File: src/hdl/ajb_pkg.sv
package ajb_pkg;

    localparam int WORD_W   = 32;
    localparam int CFG_W    = 7;
    localparam int FILL_W   = 7;
    localparam int STATUS_W = 3;

    typedef enum logic [STATUS_W-1:0] {
        ST_PUSHED    = 3'd0,
        ST_POPPED    = 3'd1,
        ST_OVERFLOW  = 3'd2,
        ST_UNDERFLOW = 3'd3,
        ST_REBUFFER  = 3'd4
    } t_status;

    typedef enum logic {
        MODE_PUSH = 1'b0,
        MODE_POP  = 1'b1
    } t_mode;

    typedef enum logic {
        CFG_INITIAL_TARGET = 1'b0,
        CFG_GROW_STEP      = 1'b1
    } t_cfg_idx;

    // Configuration write as seen by the control logic
    typedef struct packed {
        logic             we;
        t_cfg_idx         index;
        logic [CFG_W-1:0] data;
    } t_cfg_wr;

    // Ring memory access request for one item
    typedef struct packed {
        logic wr_en;
        logic rd_en;
    } t_ring_op;

endpackage

File: src/hdl/ajb_ifs.sv
interface ajb_item_if
    import ajb_pkg::*;
();
    logic              valid;
    logic              ready;
    t_mode             mode;
    logic [WORD_W-1:0] chunk_word;

    modport source (output valid, output mode, output chunk_word, input ready);
    modport sink   (input valid, input mode, input chunk_word, output ready);
endinterface

interface ajb_result_if
    import ajb_pkg::*;
();
    logic              valid;
    logic              ready;
    t_status           status;
    logic              data_valid;
    logic [WORD_W-1:0] chunk_out;
    logic [FILL_W-1:0] fill_level;

    modport source (output valid, output status, output data_valid, output chunk_out,
                    output fill_level, input ready);
    modport sink   (input valid, input status, input data_valid, input chunk_out,
                    input fill_level, output ready);
endinterface

interface ajb_cfg_if
    import ajb_pkg::*;
();
    logic             valid;
    logic             ready;
    t_cfg_idx         index;
    logic [CFG_W-1:0] data;

    modport source (output valid, output index, output data, input ready);
    modport sink   (input valid, input index, input data, output ready);
endinterface

File: src/hdl/ajb_ring.sv
module ajb_ring
    import ajb_pkg::*;
#(
    parameter int DEPTH = 64,
    parameter int AW    = 6
) (
    input  logic              i_clk,
    input  t_ring_op          i_op,
    input  logic [AW-1:0]     i_wr_addr,
    input  logic [WORD_W-1:0] i_wr_data,
    input  logic [AW-1:0]     i_rd_addr,
    output logic [WORD_W-1:0] o_rd_data
);

    logic [WORD_W-1:0] r_mem [DEPTH];
    logic [WORD_W-1:0] r_rd_data;

    always_ff @(posedge i_clk) begin
        if (i_op.wr_en) begin
            r_mem[i_wr_addr] <= i_wr_data;
        end
    end

    // read data holds until the next read
    always_ff @(posedge i_clk) begin
        if (i_op.rd_en) begin
            r_rd_data <= r_mem[i_rd_addr];
        end
    end

    assign o_rd_data = r_rd_data;

endmodule

File: src/hdl/ajb_ctrl.sv
module ajb_ctrl
    import ajb_pkg::*;
#(
    parameter int DEPTH = 64,
    parameter int AW    = 6,
    parameter int CW    = 7
) (
    input  logic              i_clk,
    input  logic              i_rst_n,
    input  logic              i_accept,
    input  t_mode             i_mode,
    input  t_cfg_wr           i_cfg,
    output t_ring_op          o_op,
    output logic [AW-1:0]     o_wr_addr,
    output logic [AW-1:0]     o_rd_addr,
    output t_status           o_status,
    output logic [FILL_W-1:0] o_fill_level
);

    // wide enough for a 7-bit register value, a counter, and their sum
    localparam int SW = ((CW > CFG_W) ? CW : CFG_W) + 1;
    localparam logic [SW-1:0]   DEPTH_S = SW'(DEPTH);
    localparam logic [CW-1:0]   DEPTH_C = CW'(DEPTH);
    localparam logic [AW:0]     DEPTH_A = (AW + 1)'(DEPTH);
    localparam logic [CFG_W-1:0] INIT_TARGET_RST = CFG_W'(32);
    localparam logic [CFG_W-1:0] GROW_STEP_RST   = CFG_W'(8);

    logic [AW-1:0]    r_rd_pos, n_rd_pos;
    logic [CW-1:0]    r_fill, n_fill;
    logic [CW-1:0]    r_recv, n_recv;
    logic [CW-1:0]    r_target, n_target;
    logic             r_rebuf, n_rebuf;
    logic [CFG_W-1:0] r_step, n_step;

    logic [AW:0]      wr_sum;
    logic [AW:0]      rd_next;
    logic [SW-1:0]    grow_sum;
    logic [CW-1:0]    grown_target;
    logic [CW-1:0]    cfg_target;
    logic [CW-1:0]    rst_target;
    logic [CW-1:0]    recv_inc;

    function automatic logic [CW-1:0] clamp_depth(input logic [SW-1:0] v);
        clamp_depth = (v > DEPTH_S) ? DEPTH_C : CW'(v);
    endfunction

    always_comb begin
        wr_sum       = (AW + 1)'(r_rd_pos) + (AW + 1)'(r_fill);
        rd_next      = (AW + 1)'(r_rd_pos) + (AW + 1)'(1);
        grow_sum     = SW'(r_target) + SW'(r_step);
        grown_target = clamp_depth(grow_sum);
        cfg_target   = clamp_depth(SW'(i_cfg.data));
        rst_target   = clamp_depth(SW'(INIT_TARGET_RST));
        recv_inc     = (r_recv < DEPTH_C) ? (r_recv + CW'(1)) : r_recv;
    end

    always_comb begin
        n_rd_pos  = r_rd_pos;
        n_fill    = r_fill;
        n_recv    = r_recv;
        n_target  = r_target;
        n_rebuf   = r_rebuf;
        n_step    = r_step;
        o_op      = '0;
        o_status  = ST_PUSHED;
        o_wr_addr = (wr_sum >= DEPTH_A) ? AW'(wr_sum - DEPTH_A) : AW'(wr_sum);
        o_rd_addr = r_rd_pos;

        if (i_accept) begin
            unique case (i_mode)
                MODE_PUSH: begin
                    if (r_fill == DEPTH_C) begin
                        // full: drop the chunk, cut back to target
                        n_fill   = r_target;
                        o_status = ST_OVERFLOW;
                    end else begin
                        o_op.wr_en = 1'b1;
                        n_fill     = r_fill + CW'(1);
                        n_recv     = recv_inc;
                        if (recv_inc >= r_target) begin
                            n_rebuf = 1'b0;
                        end
                        o_status = ST_PUSHED;
                    end
                end
                MODE_POP: begin
                    if (r_fill == '0) begin
                        if (!r_rebuf) begin
                            n_recv   = '0;
                            n_target = grown_target;
                        end
                        n_rebuf  = 1'b1;
                        o_status = ST_UNDERFLOW;
                    end else if (r_rebuf) begin
                        o_status = ST_REBUFFER;
                    end else begin
                        o_op.rd_en = 1'b1;
                        n_fill     = r_fill - CW'(1);
                        n_rd_pos   = (rd_next >= DEPTH_A) ? '0 : AW'(rd_next);
                        o_status   = ST_POPPED;
                    end
                end
                default: ;
            endcase
        end

        if (i_cfg.we) begin
            unique case (i_cfg.index)
                CFG_INITIAL_TARGET: n_target = cfg_target;
                CFG_GROW_STEP:      n_step   = i_cfg.data;
                default: ;
            endcase
        end
    end

    assign o_fill_level = FILL_W'(n_fill);

    always_ff @(posedge i_clk) begin
        if (!i_rst_n) begin
            r_rd_pos <= '0;
            r_fill   <= '0;
            r_recv   <= '0;
            r_target <= rst_target;
            r_rebuf  <= 1'b1;
            r_step   <= GROW_STEP_RST;
        end else begin
            r_rd_pos <= n_rd_pos;
            r_fill   <= n_fill;
            r_recv   <= n_recv;
            r_target <= n_target;
            r_rebuf  <= n_rebuf;
            r_step   <= n_step;
        end
    end

endmodule

File: src/hdl/adaptive_jitter_buffer.sv
// Adaptive jitter buffer: a ring of DEPTH 32-bit chunk words with push and pop
// items on one input channel and one result per item on the output channel.
// The block takes one item per clock while the input is not stalled; a result
// passes through the read stage, which waits for the registered ring read of a
// pop, and then through the output register. Counters (read position, fill,
// received count, target, rebuffering flag) update in the cycle an item is
// taken, so the next item sees them at once; a push writes its entry in that
// cycle, and a later pop reads it no earlier than the next cycle, so the
// ring needs no forwarding. The input stalls only while both the read stage
// and the output register hold results that the sink has not taken. Entries
// never pushed are never read. Configuration writes are accepted every cycle;
// writing initial_target also reloads the current target, clamped to DEPTH.
module adaptive_jitter_buffer
    import ajb_pkg::*;
#(
    parameter int DEPTH = 64
) (
    input  logic        i_clk,
    input  logic        i_rst_n,
    ajb_item_if.sink    i_item,
    ajb_result_if.source o_result,
    ajb_cfg_if.sink     i_cfg
);

    localparam int AW = (DEPTH > 1) ? $clog2(DEPTH) : 1;
    localparam int CW = $clog2(DEPTH + 1);

    logic              item_xfer;
    logic              s1_advance;
    t_cfg_wr           cfg_wr;
    t_ring_op          ring_op;
    logic [AW-1:0]     wr_addr;
    logic [AW-1:0]     rd_addr;
    logic [WORD_W-1:0] rd_data;
    t_status           step_status;
    logic [FILL_W-1:0] step_fill;

    // read stage: result waits here for the ring read data
    logic              r_s1_valid;
    t_status           r_s1_status;
    logic [FILL_W-1:0] r_s1_fill;

    // output register
    logic              r_out_valid;
    t_status           r_out_status;
    logic              r_out_dvalid;
    logic [WORD_W-1:0] r_out_chunk;
    logic [FILL_W-1:0] r_out_fill;

    // advance the read stage whenever the output register is free or drains
    assign s1_advance   = !r_out_valid || o_result.ready;
    assign i_item.ready = !r_s1_valid || s1_advance;
    assign item_xfer    = i_item.valid && i_item.ready;

    assign i_cfg.ready  = 1'b1;
    assign cfg_wr.we    = i_cfg.valid;
    assign cfg_wr.index = i_cfg.index;
    assign cfg_wr.data  = i_cfg.data;

    ajb_ctrl #(
        .DEPTH (DEPTH),
        .AW    (AW),
        .CW    (CW)
    ) u_ctrl (
        .i_clk        (i_clk),
        .i_rst_n      (i_rst_n),
        .i_accept     (item_xfer),
        .i_mode       (i_item.mode),
        .i_cfg        (cfg_wr),
        .o_op         (ring_op),
        .o_wr_addr    (wr_addr),
        .o_rd_addr    (rd_addr),
        .o_status     (step_status),
        .o_fill_level (step_fill)
    );

    ajb_ring #(
        .DEPTH (DEPTH),
        .AW    (AW)
    ) u_ring (
        .i_clk     (i_clk),
        .i_op      (ring_op),
        .i_wr_addr (wr_addr),
        .i_wr_data (i_item.chunk_word),
        .i_rd_addr (rd_addr),
        .o_rd_data (rd_data)
    );

    // control for the read stage and output register
    always_ff @(posedge i_clk) begin
        if (!i_rst_n) begin
            r_s1_valid  <= 1'b0;
            r_out_valid <= 1'b0;
        end else begin
            if (item_xfer) begin
                r_s1_valid <= 1'b1;
            end else if (s1_advance) begin
                r_s1_valid <= 1'b0;
            end
            if (s1_advance) begin
                r_out_valid <= r_s1_valid;
            end
        end
    end

    // payload: capture the step result, then merge in the ring data
    always_ff @(posedge i_clk) begin
        if (item_xfer) begin
            r_s1_status <= step_status;
            r_s1_fill   <= step_fill;
        end
        if (s1_advance && r_s1_valid) begin
            r_out_status <= r_s1_status;
            r_out_dvalid <= (r_s1_status == ST_POPPED);
            r_out_chunk  <= (r_s1_status == ST_POPPED) ? rd_data : '0;
            r_out_fill   <= r_s1_fill;
        end
    end

    assign o_result.valid      = r_out_valid;
    assign o_result.status     = r_out_status;
    assign o_result.data_valid = r_out_dvalid;
    assign o_result.chunk_out  = r_out_chunk;
    assign o_result.fill_level = r_out_fill;

    // a popped chunk and only a popped chunk carries data
    assert property (@(posedge i_clk) disable iff (!i_rst_n)
        o_result.valid |-> (o_result.data_valid == (o_result.status == ST_POPPED)))
        else $error("data_valid does not match popped status");

    // anything but a pop delivers a zero chunk
    assert property (@(posedge i_clk) disable iff (!i_rst_n)
        (o_result.valid && !o_result.data_valid) |-> (o_result.chunk_out == '0))
        else $error("chunk_out not zero without data");

    // input stalls only when both result slots are held
    assert property (@(posedge i_clk) disable iff (!i_rst_n)
        !i_item.ready |-> (r_s1_valid && r_out_valid && !o_result.ready))
        else $error("input stalled with a free result slot");

    // an accepted item reaches the output register on the next advance
    assert property (@(posedge i_clk) disable iff (!i_rst_n)
        (item_xfer && !r_out_valid) |=> ##1 r_out_valid)
        else $error("accepted item did not reach the output");

endmodule

File: src/flat_wrapper.sv
// flat-port wrapper written by rule: the top's interface ports become plain ports
module adaptive_jitter_buffer_flat import ajb_pkg::*;
#(
    parameter int DEPTH = 64
)
  (i_clk, i_rst_n, i_item_valid, i_item_mode, i_item_chunk_word, i_item_ready, o_result_valid, o_result_status, o_result_data_valid, o_result_chunk_out, o_result_fill_level, o_result_ready, i_cfg_valid, i_cfg_index, i_cfg_data, i_cfg_ready);
  ajb_item_if i_item_i ();
  ajb_result_if o_result_i ();
  ajb_cfg_if i_cfg_i ();
  input  logic i_clk;
  input  logic i_rst_n;
  input wire logic [$bits(i_item_i.valid)-1:0] i_item_valid;
  input wire logic [$bits(i_item_i.mode)-1:0] i_item_mode;
  input wire logic [$bits(i_item_i.chunk_word)-1:0] i_item_chunk_word;
  output wire logic [$bits(i_item_i.ready)-1:0] i_item_ready;
  output wire logic [$bits(o_result_i.valid)-1:0] o_result_valid;
  output wire logic [$bits(o_result_i.status)-1:0] o_result_status;
  output wire logic [$bits(o_result_i.data_valid)-1:0] o_result_data_valid;
  output wire logic [$bits(o_result_i.chunk_out)-1:0] o_result_chunk_out;
  output wire logic [$bits(o_result_i.fill_level)-1:0] o_result_fill_level;
  input wire logic [$bits(o_result_i.ready)-1:0] o_result_ready;
  input wire logic [$bits(i_cfg_i.valid)-1:0] i_cfg_valid;
  input wire logic [$bits(i_cfg_i.index)-1:0] i_cfg_index;
  input wire logic [$bits(i_cfg_i.data)-1:0] i_cfg_data;
  output wire logic [$bits(i_cfg_i.ready)-1:0] i_cfg_ready;
  assign i_item_i.valid = i_item_valid;
  assign i_item_i.mode = i_item_mode;
  assign i_item_i.chunk_word = i_item_chunk_word;
  assign i_item_ready = i_item_i.ready;
  assign o_result_valid = o_result_i.valid;
  assign o_result_status = o_result_i.status;
  assign o_result_data_valid = o_result_i.data_valid;
  assign o_result_chunk_out = o_result_i.chunk_out;
  assign o_result_fill_level = o_result_i.fill_level;
  assign o_result_i.ready = o_result_ready;
  assign i_cfg_i.valid = i_cfg_valid;
  assign i_cfg_i.index = i_cfg_index;
  assign i_cfg_i.data = i_cfg_data;
  assign i_cfg_ready = i_cfg_i.ready;
  adaptive_jitter_buffer #(.DEPTH(DEPTH)) u_core (.i_clk(i_clk), .i_rst_n(i_rst_n), .i_item(i_item_i), .o_result(o_result_i), .i_cfg(i_cfg_i));
endmodule
File: config.mk
export PLATFORM = sky130hd
export DESIGN_NAME = adaptive_jitter_buffer_flat
export DESIGN_NICKNAME = d
export VERILOG_FILES = /design/src/hdl/ajb_pkg.sv /design/src/hdl/ajb_ifs.sv /design/src/hdl/ajb_ring.sv /design/src/hdl/ajb_ctrl.sv /design/src/hdl/adaptive_jitter_buffer.sv /design/src/flat_wrapper.sv
export SDC_FILE = /design/constraint.sdc
export NUM_CORES = 2
export LEC_CHECK = 0
export ABC_CLOCK_PERIOD_IN_PS = 8700
export BUFFER_PORTS_ARGS = -buffer_cell sky130_fd_sc_hd__clkbuf_2
export CORE_MARGIN = 2
export CORE_UTILIZATION = 65
export DETAILED_ROUTE_END_ITERATION = 7
export MAX_ROUTING_LAYER = met4
export PLACE_DENSITY = 0.83
export SLEW_MARGIN = 25
export SYNTH_ARGS = -nofsm -noshare
export SYNTH_HDL_FRONTEND = slang
export SYNTH_SLANG_ARGS = --single-unit
File: constraint.sdc
create_clock -name i_clk -period 8.7 [get_ports i_clk]
set_input_delay 0.435 -clock i_clk [delete_from_list [all_inputs] [get_ports i_clk]]
set_output_delay 0.435 -clock i_clk [all_outputs]
set_load 0.05 [all_outputs]
---- Word level (Yosys, flattened, before mapping) ----
Memory sizes are Yosys's and may differ from the RTL's. A register that Yosys moved wholly into a read port is not among the register bits.
Index checks and enable logic that the tools add are counted.
word-level totals
  logic and storage cells ................. 87
  bits in writable memories ............... 2048
  output and inout port bits .............. 46
  bits of input ports ..................... 46
  flip-flop bits (word level) ............. 90
  memories kept ........................... 1
memory list
  memory               words  bits a word  read ports  clocked after memory_dff  write ports  line            text
  u_core.u_ring.r_mem  64     32           1           1                         1            ajb_ring.sv:15  logic [WORD_W-1:0] r_mem [DEPTH];
operators by class
  reduce and logical (&&, ||, !) cells .... 12
  equal/unequal tests ..................... 6
  add/sub/neg operators ................... 7
  multiplexer cells ....................... 38
  magnitude comparators ................... 6
  bitwise gates (word level) .............. 3
operators by type and width
  kind                 number
  $mux 7               16
  $pmux 7 s2           2
  $add 7x1->7 const B  2
  $ge 7x7->1 const B   2
  $mux 1               12
  $mux 6               2
  $reduce_and 4->1     3
  $add 7x7->8          1
  $gt 8x7->1 const B   1
  $add 6x1->7 const B  1
  $add 6x7->7          1
  $eq 7x7->1 const B   1
  $ge 7x7->1           1
  $gt 7x7->1 const B   1
  $logic_not 7->1      1
  $lt 7x7->1 const B   1
  $sub 7x1->7 const B  1
  $mux 3               2
  $ne 2x2->1 const B   3
  $pmux 3 s2           1
  $sub 6x1->6 const B  1
  $mux 2               2
  $eq 3x1->1 const B   1
  $not 1->1            3
  other kinds (7)      10

---- Longest topological paths before layout ----
  depth in word-level cells ............... 9
  depth in mapped cells ................... 10
  gate-level depth less buffers ........... 9

---- Cells and area by module ----
From an unflattened synthesis, not the netlist that was laid out.
second synthesis, totals
  cells, all modules ...................... 3768
  area, all modules ....................... 83508.8 um2
modules (own cells, without submodules)
  module                  area an instance (um2)  cells an instance  instances  seq. area each (um2)
  ajb_ring                78835.6                 3324               1          62459.9
  ajb_ctrl                2718.9                  344                1          700.7
  adaptive_jitter_buffer  1954.4                  100                1          1631.6

---- Worst setup path before layout ----
No wires, ideal clock.
  path type ............................... register -> register
  start point ............................. register u_core.r_out_valid (netlist: u_core.o_result.valid)
  end point ............................... register u_core.r_out_chunk[0] (netlist: u_core.o_result.chunk_out[0]), enable pin
  buffers on the path ..................... 0
  arrival ................................. 3.690 ns
  required time ........................... 8.191 ns
  cell stages (with the launch flop) ...... 2
  slack ................................... 4.501 ns
  library setup time ...................... 0.509 ns
  cells stage by stage .................... dfxtp_1 a21boi_0
between the ends
  longest elaborated chain between the ends .. 3
RTL lines
  what                    line                           text
  from (decl)             adaptive_jitter_buffer.sv:44   logic r_out_valid;
  from (signal assigned)  adaptive_jitter_buffer.sv:101  r_out_valid <= r_s1_valid;
  $logic_not 1->1         adaptive_jitter_buffer.sv:51   assign s1_advance = !r_out_valid || o_result.ready;
  $logic_or 1x1->1        adaptive_jitter_buffer.sv:51
  $logic_and 1x1->1       adaptive_jitter_buffer.sv:112  if (s1_advance && r_s1_valid) begin
  to (signal assigned)    adaptive_jitter_buffer.sv:115  r_out_chunk <= (r_s1_status == ST_POPPED) ? rd_data : '0;
  to (decl)               adaptive_jitter_buffer.sv:47   logic [WORD_W-1:0] r_out_chunk;
Every way passes these cells.
A chain may end at the register's enable or synchronous reset.

---- Final worst setup path ----
  start point ............................. register u_core.u_ctrl.r_rd_pos[0] (netlist: u_core.u_ctrl.o_rd_addr[0])
  end point ............................... memory u_core.u_ring.r_mem[21][19], enable pin
between the ends
  longest elaborated chain between the ends .. 3
  elaborated cells between the ends (all ways) .. 4
  those cells by class .................... add/sub: 2; order compare: 1; mux: 1
RTL lines
  what                                       line             text
  from (decl)                                ajb_ctrl.sv:28   logic [AW-1:0] r_rd_pos, n_rd_pos;
  from (signal assigned)                     ajb_ctrl.sv:127  r_rd_pos <= n_rd_pos;
  $add 6x7->7 (*)                            ajb_ctrl.sv:48   wr_sum = (AW + 1)'(r_rd_pos) + (AW + 1)'(r_fill);
  $sub 6x1->6 or $ge 7x7->1 (tied branches)  ajb_ctrl.sv:66   o_wr_addr = (wr_sum >= DEPTH_A) ? AW'(wr_sum - DEPTH_A) : AW'(wr_sum);
  $mux 6 (*)                                 ajb_ctrl.sv:66
  to (decl)                                  ajb_ring.sv:15
Mark *: on every way between the ends. The rest lies on a longest branch, timed or not.

==> flow_metrics.env <==
export IMPL_post_route_worst_setup_slack_ns=4.050
export IMPL_wirelength_um=221900
export IMPL_cp_slowest_cell="dfxtp_4"
export IMPL_met1_usage=0.4588
export IMPL_min_period_ns=4.650
export IMPL_layout_cells_most_common_list="2,133 x edfxtp_1, 579 x mux4_2, 202 x clkbuf_16, 116 x buf_4, 82 x mux2i_1"
export IMPL_rr_worst_depth=6
export IMPL_top_usage_layer="met2"
export IMPL_tritoncts="done"
export IMPL_row_count=131
export IMPL_dp_hpwl_um=113800
export IMPL_synthCells=3709
export IMPL_setup_tns_ns=0
export IMPL_grt_max_degree=145
export IMPL_max_cap_viol_count=0
export IMPL_wl_per_cell_um=38.36
export IMPL_htreeDepth=4
export IMPL_cp_max_fo=32
export IMPL_clockBufferDepth=3
export IMPL_hold_path_class="in2reg"
export IMPL_synth_edf_count=2133
export IMPL_fill_cells=6442
export IMPL_io_pins=92
export IMPL_grtUsageMet2=0.5548
export IMPL_drive_gt1_frac=0.2887
export IMPL_synth_area_per_cell_um2=22.61
export IMPL_postSynth_asyncResetShare=0
export IMPL_drtPass1Iterations=7
export IMPL_die_y_um=363.2
export IMPL_use_met3=0.07633
export IMPL_crit_type="reg2reg"
export IMPL_synth_net_count=3780
export IMPL_dp_slack_ns=4.164
export IMPL_post_route_period_util=0.5345
export IMPL_syn_cell_area_mm2=0.08387
export IMPL_vias_per_cell=7.429
export IMPL_regToRegStartpoint="u_core.u_ctrl.o_rd_addr[0]$_SDFFE_PN0P_"
export IMPL_gr_total_overflow=0
export IMPL_cp_data_arrival_time_ns=5.14
export IMPL_post_route_util=0.7326
export IMPL_clock_sinks=2170
export IMPL_drt_iter0_markers=7019
export IMPL_rsz0062_at_grt="no"
export IMPL_vias=42972
export IMPL_ir_drop_mv=0.1805
export IMPL_drc=0
export IMPL_yosysSeqAreaShare=0.7725
export IMPL_p_per_area_mw_per_mm2=222.3
export IMPL_setup_viol=0
export IMPL_start_util=0.6560
export IMPL_grt_pass1_vias=42836
export IMPL_register_area_mm2=0.06481
export IMPL_rrSetupSlack_ns=4.05
export IMPL_dieWidth_um=363.2
export IMPL_syn_to_final_growth_pct=11.67
export IMPL_hp_start="i_item_chunk_word[11]"
export IMPL_ys_warnings_count=0
export IMPL_dieArea_mm2=0.1319
export IMPL_io_buffers=90
export IMPL_critPathRequiredTime_ns=9.19
export IMPL_timing_fmax_mhz=215.1
export IMPL_timing_hold_worst_endpoint="u_core.u_ring.r_mem[15][11]$_DFFE_PP_"
export IMPL_whs_ns=0.1205
export IMPL_nets=4007
export IMPL_multiInputGateArea_mm2=0.01853
export IMPL_ant_nets=0
export IMPL_gp_congestion=0.8833
export IMPL_fin_skew_ns=0.03015
export IMPL_dp_cells=5377
export IMPL_setup_worst_path_start_class="register"
export IMPL_antenna_found_initial=11
export IMPL_slew_headroom=0.1758
export IMPL_fin_cells=5784
export IMPL_worstMarginPinSlew_ns=1.236
export IMPL_cp_end_kind="register"
export IMPL_clk_latency_ns=0.85
export IMPL_clk_pin_slew_ns=0.06
export IMPL_cts_inserted_buffers=199
export IMPL_hold_viol=0
export IMPL_cts_root_buf="clkbuf_16"
export IMPL_yosys_register_bits=2170
export IMPL_yosysUniqueCellTypes=67
export IMPL_grt_usage=0.3544
export IMPL_status="finished, final reports clean"
export IMPL_layout_commonest_cell="edfxtp_1"
export IMPL_slowest_delay_ns=0.83
export IMPL_cp_cell_sequence="ha_1, fa_1, nor2_1, nand3_1, nor2_4, buf_4"
export IMPL_ys_flop_type="edfxtp_1"
export IMPL_r2r_end="u_core.u_ring.r_mem[21][19]$_DFFE_PP_"
export IMPL_drv_slew=0
export IMPL_grt_pass1_wl_um=316400
export IMPL_hold_path_depth=1
export IMPL_post_cts_setup_buffers=0
export IMPL_p_leak_nw=28.35
export IMPL_core_area_mm2=0.1278
==> synth_stat cells (11+ instances only) <==
| master | instances | share of area |
|---|---|---|
| nand2b_1 | 13 | 0.00097 |
| nor2b_1 | 26 | 0.0019 |
| a221o_1 | 11 | 0.0013 |
| nor3_1 | 28 | 0.0017 |
| buf_4 | 36 | 0.0032 |
| clkbuf_1 | 77 | 0.0034 |
| mux2i_1 | 82 | 0.0098 |
| nand3_1 | 35 | 0.0021 |
| mux4_2 | 579 | 0.16 |
| o21ai_0 | 36 | 0.0021 |
| xnor2_1 | 14 | 0.0015 |
| nor2_1 | 109 | 0.0049 |
| buf_1 | 21 | 0.00094 |
| nand2_1 | 54 | 0.0024 |
| and2_1 | 40 | 0.0030 |
| edfxtp_1 | 2133 | 0.76 |
| buf_2 | 59 | 0.0035 |
| dfxtp_1 | 37 | 0.0088 |
| ha_1 | 23 | 0.0034 |
| a21oi_1 | 61 | 0.0036 |
| a211oi_1 | 30 | 0.0027 |
| mux2_2 | 20 | 0.0027 |
| nor3b_1 | 12 | 0.0011 |
| o22ai_1 | 26 | 0.0019 |
| inv_1 | 18 | 0.00081 |
==> critical path, delay by kind of cell, from the launching register on <==
family	cells	cell delay, ns
DFF	1	0.83
and+or+nand+nor	3	1.96
buffers and inverters	1	0.47
adders and majority gates	2	0.97
==> worst max-delay path by stage <==
| stage | slack, ns | to | startpoint | depth (start not counted) |
|---|---|---|---|---|
| global placement | 4.24 | u_core.u_ring.o_rd_data[7]$_DFFE_PP_ | u_core.u_ctrl.o_rd_addr[0]$_SDFFE_PN0P_ | 6 |
| finish | 4.05 | u_core.u_ring.r_mem[21][19]$_DFFE_PP_ | u_core.u_ctrl.o_rd_addr[0]$_SDFFE_PN0P_ | 6 |
| detailed placement | 4.16 | u_core.u_ring.o_rd_data[29]$_DFFE_PP_ | u_core.u_ctrl.o_rd_addr[0]$_SDFFE_PN0P_ | 6 |
| floorplan | 4.50 | u_core.o_result.chunk_out[0]$_SDFFCE_PN0P_ | u_core.o_result.valid$_SDFFE_PN0P_ | 1 |
| global route | 3.85 | u_core.u_ring.o_rd_data[7]$_DFFE_PP_ | u_core.u_ctrl.o_rd_addr[0]$_SDFFE_PN0P_ | 6 |
| CTS | 3.93 | u_core.u_ring.r_mem[51][28]$_DFFE_PP_ | u_core.u_ctrl.r_fill[1]$_SDFF_PN0_ | 8 |
==> final cells by class <==
type                    instances  area share
diodes                         11   0.0002939
clock buffers                 251     0.05626
clock inverters               125     0.01320
inverters                      18   0.0007481
multi-input cells            1322      0.1978
flip-flops and latches       2170      0.6920
well taps                    1662     0.02220
repair buffers                225     0.01749
==> stage by stage <==
step	area, um2	power, mW
3_5_place_dp	86890	12.23
3_3_place_gp	86830	12.20
6_report	93660	20.82
5_1_grt	93650	21.22
2_1_floorplan	83870	11.97
4_1_cts	93580	20.85
==> cells by family (layout without fill, tap and decap cells) <==
| kind of cell | count (synthesis) | in the layout | share of synthesized area |
|---|---|---|---|
| XOR/XNOR | 24 | 24 | 0.002506 |
| other | 1 | 12 | 0.00004471 |
| adder cells (fa/ha/maj) | 25 | 25 | 0.003909 |
| AO/OA/AOI/OAI | 236 | 236 | 0.01881 |
| buffers and inverters | 217 | 619 | 0.01274 |
| multiplexers | 681 | 681 | 0.1679 |
| flip-flops | 2170 | 2170 | 0.7725 |
| AND/OR/NAND/NOR | 355 | 355 | 0.02151 |
==> state kept, by name, indices dropped and copies added (netlist names) <==
signal and count:
u_core.u_ring.r_mem 2048, u_core.o_result.chunk_out 32, u_core.u_ring.o_rd_data 32, u_core.o_result.fill_level 7, u_core.r_s1_fill 7, u_core.u_ctrl.r_fill 7, u_core.u_ctrl.r_recv 7, u_core.u_ctrl.r_step 7
u_core.u_ctrl.r_target 7, u_core.u_ctrl.o_rd_addr 6, u_core.o_result.status 3, u_core.r_s1_status 3, u_core.o_result.data_valid 1, u_core.o_result.valid 1, u_core.r_s1_valid 1, u_core.u_ctrl.r_rebuf 1
==> where the power goes <==
| part | switching, mW | internal, mW | total [mW] |
|---|---|---|---|
| logic | 0.362 | 0.129 | 0.491 |
| clock network | 3.90 | 4.89 | 8.79 |
| registers | 0.0252 | 11.5 | 11.5 |
==> routing by layer <==
metal  share of wire  vias up
met4           0.048        0
met3            0.12      688
met1            0.33    22206
met5               0        -
met2            0.50     3886
li1                -    16192
==> what timing repair did <==
| action | 4_1_cts | 5_1_grt |
|---|---|---|
| gates resized for setup | 0 | 0 |
| hold buffers | 19 | 0 |
| endpoints found under the hold margin | 17 | 0 |
Note: power is estimated with default switching activity, not from simulation.
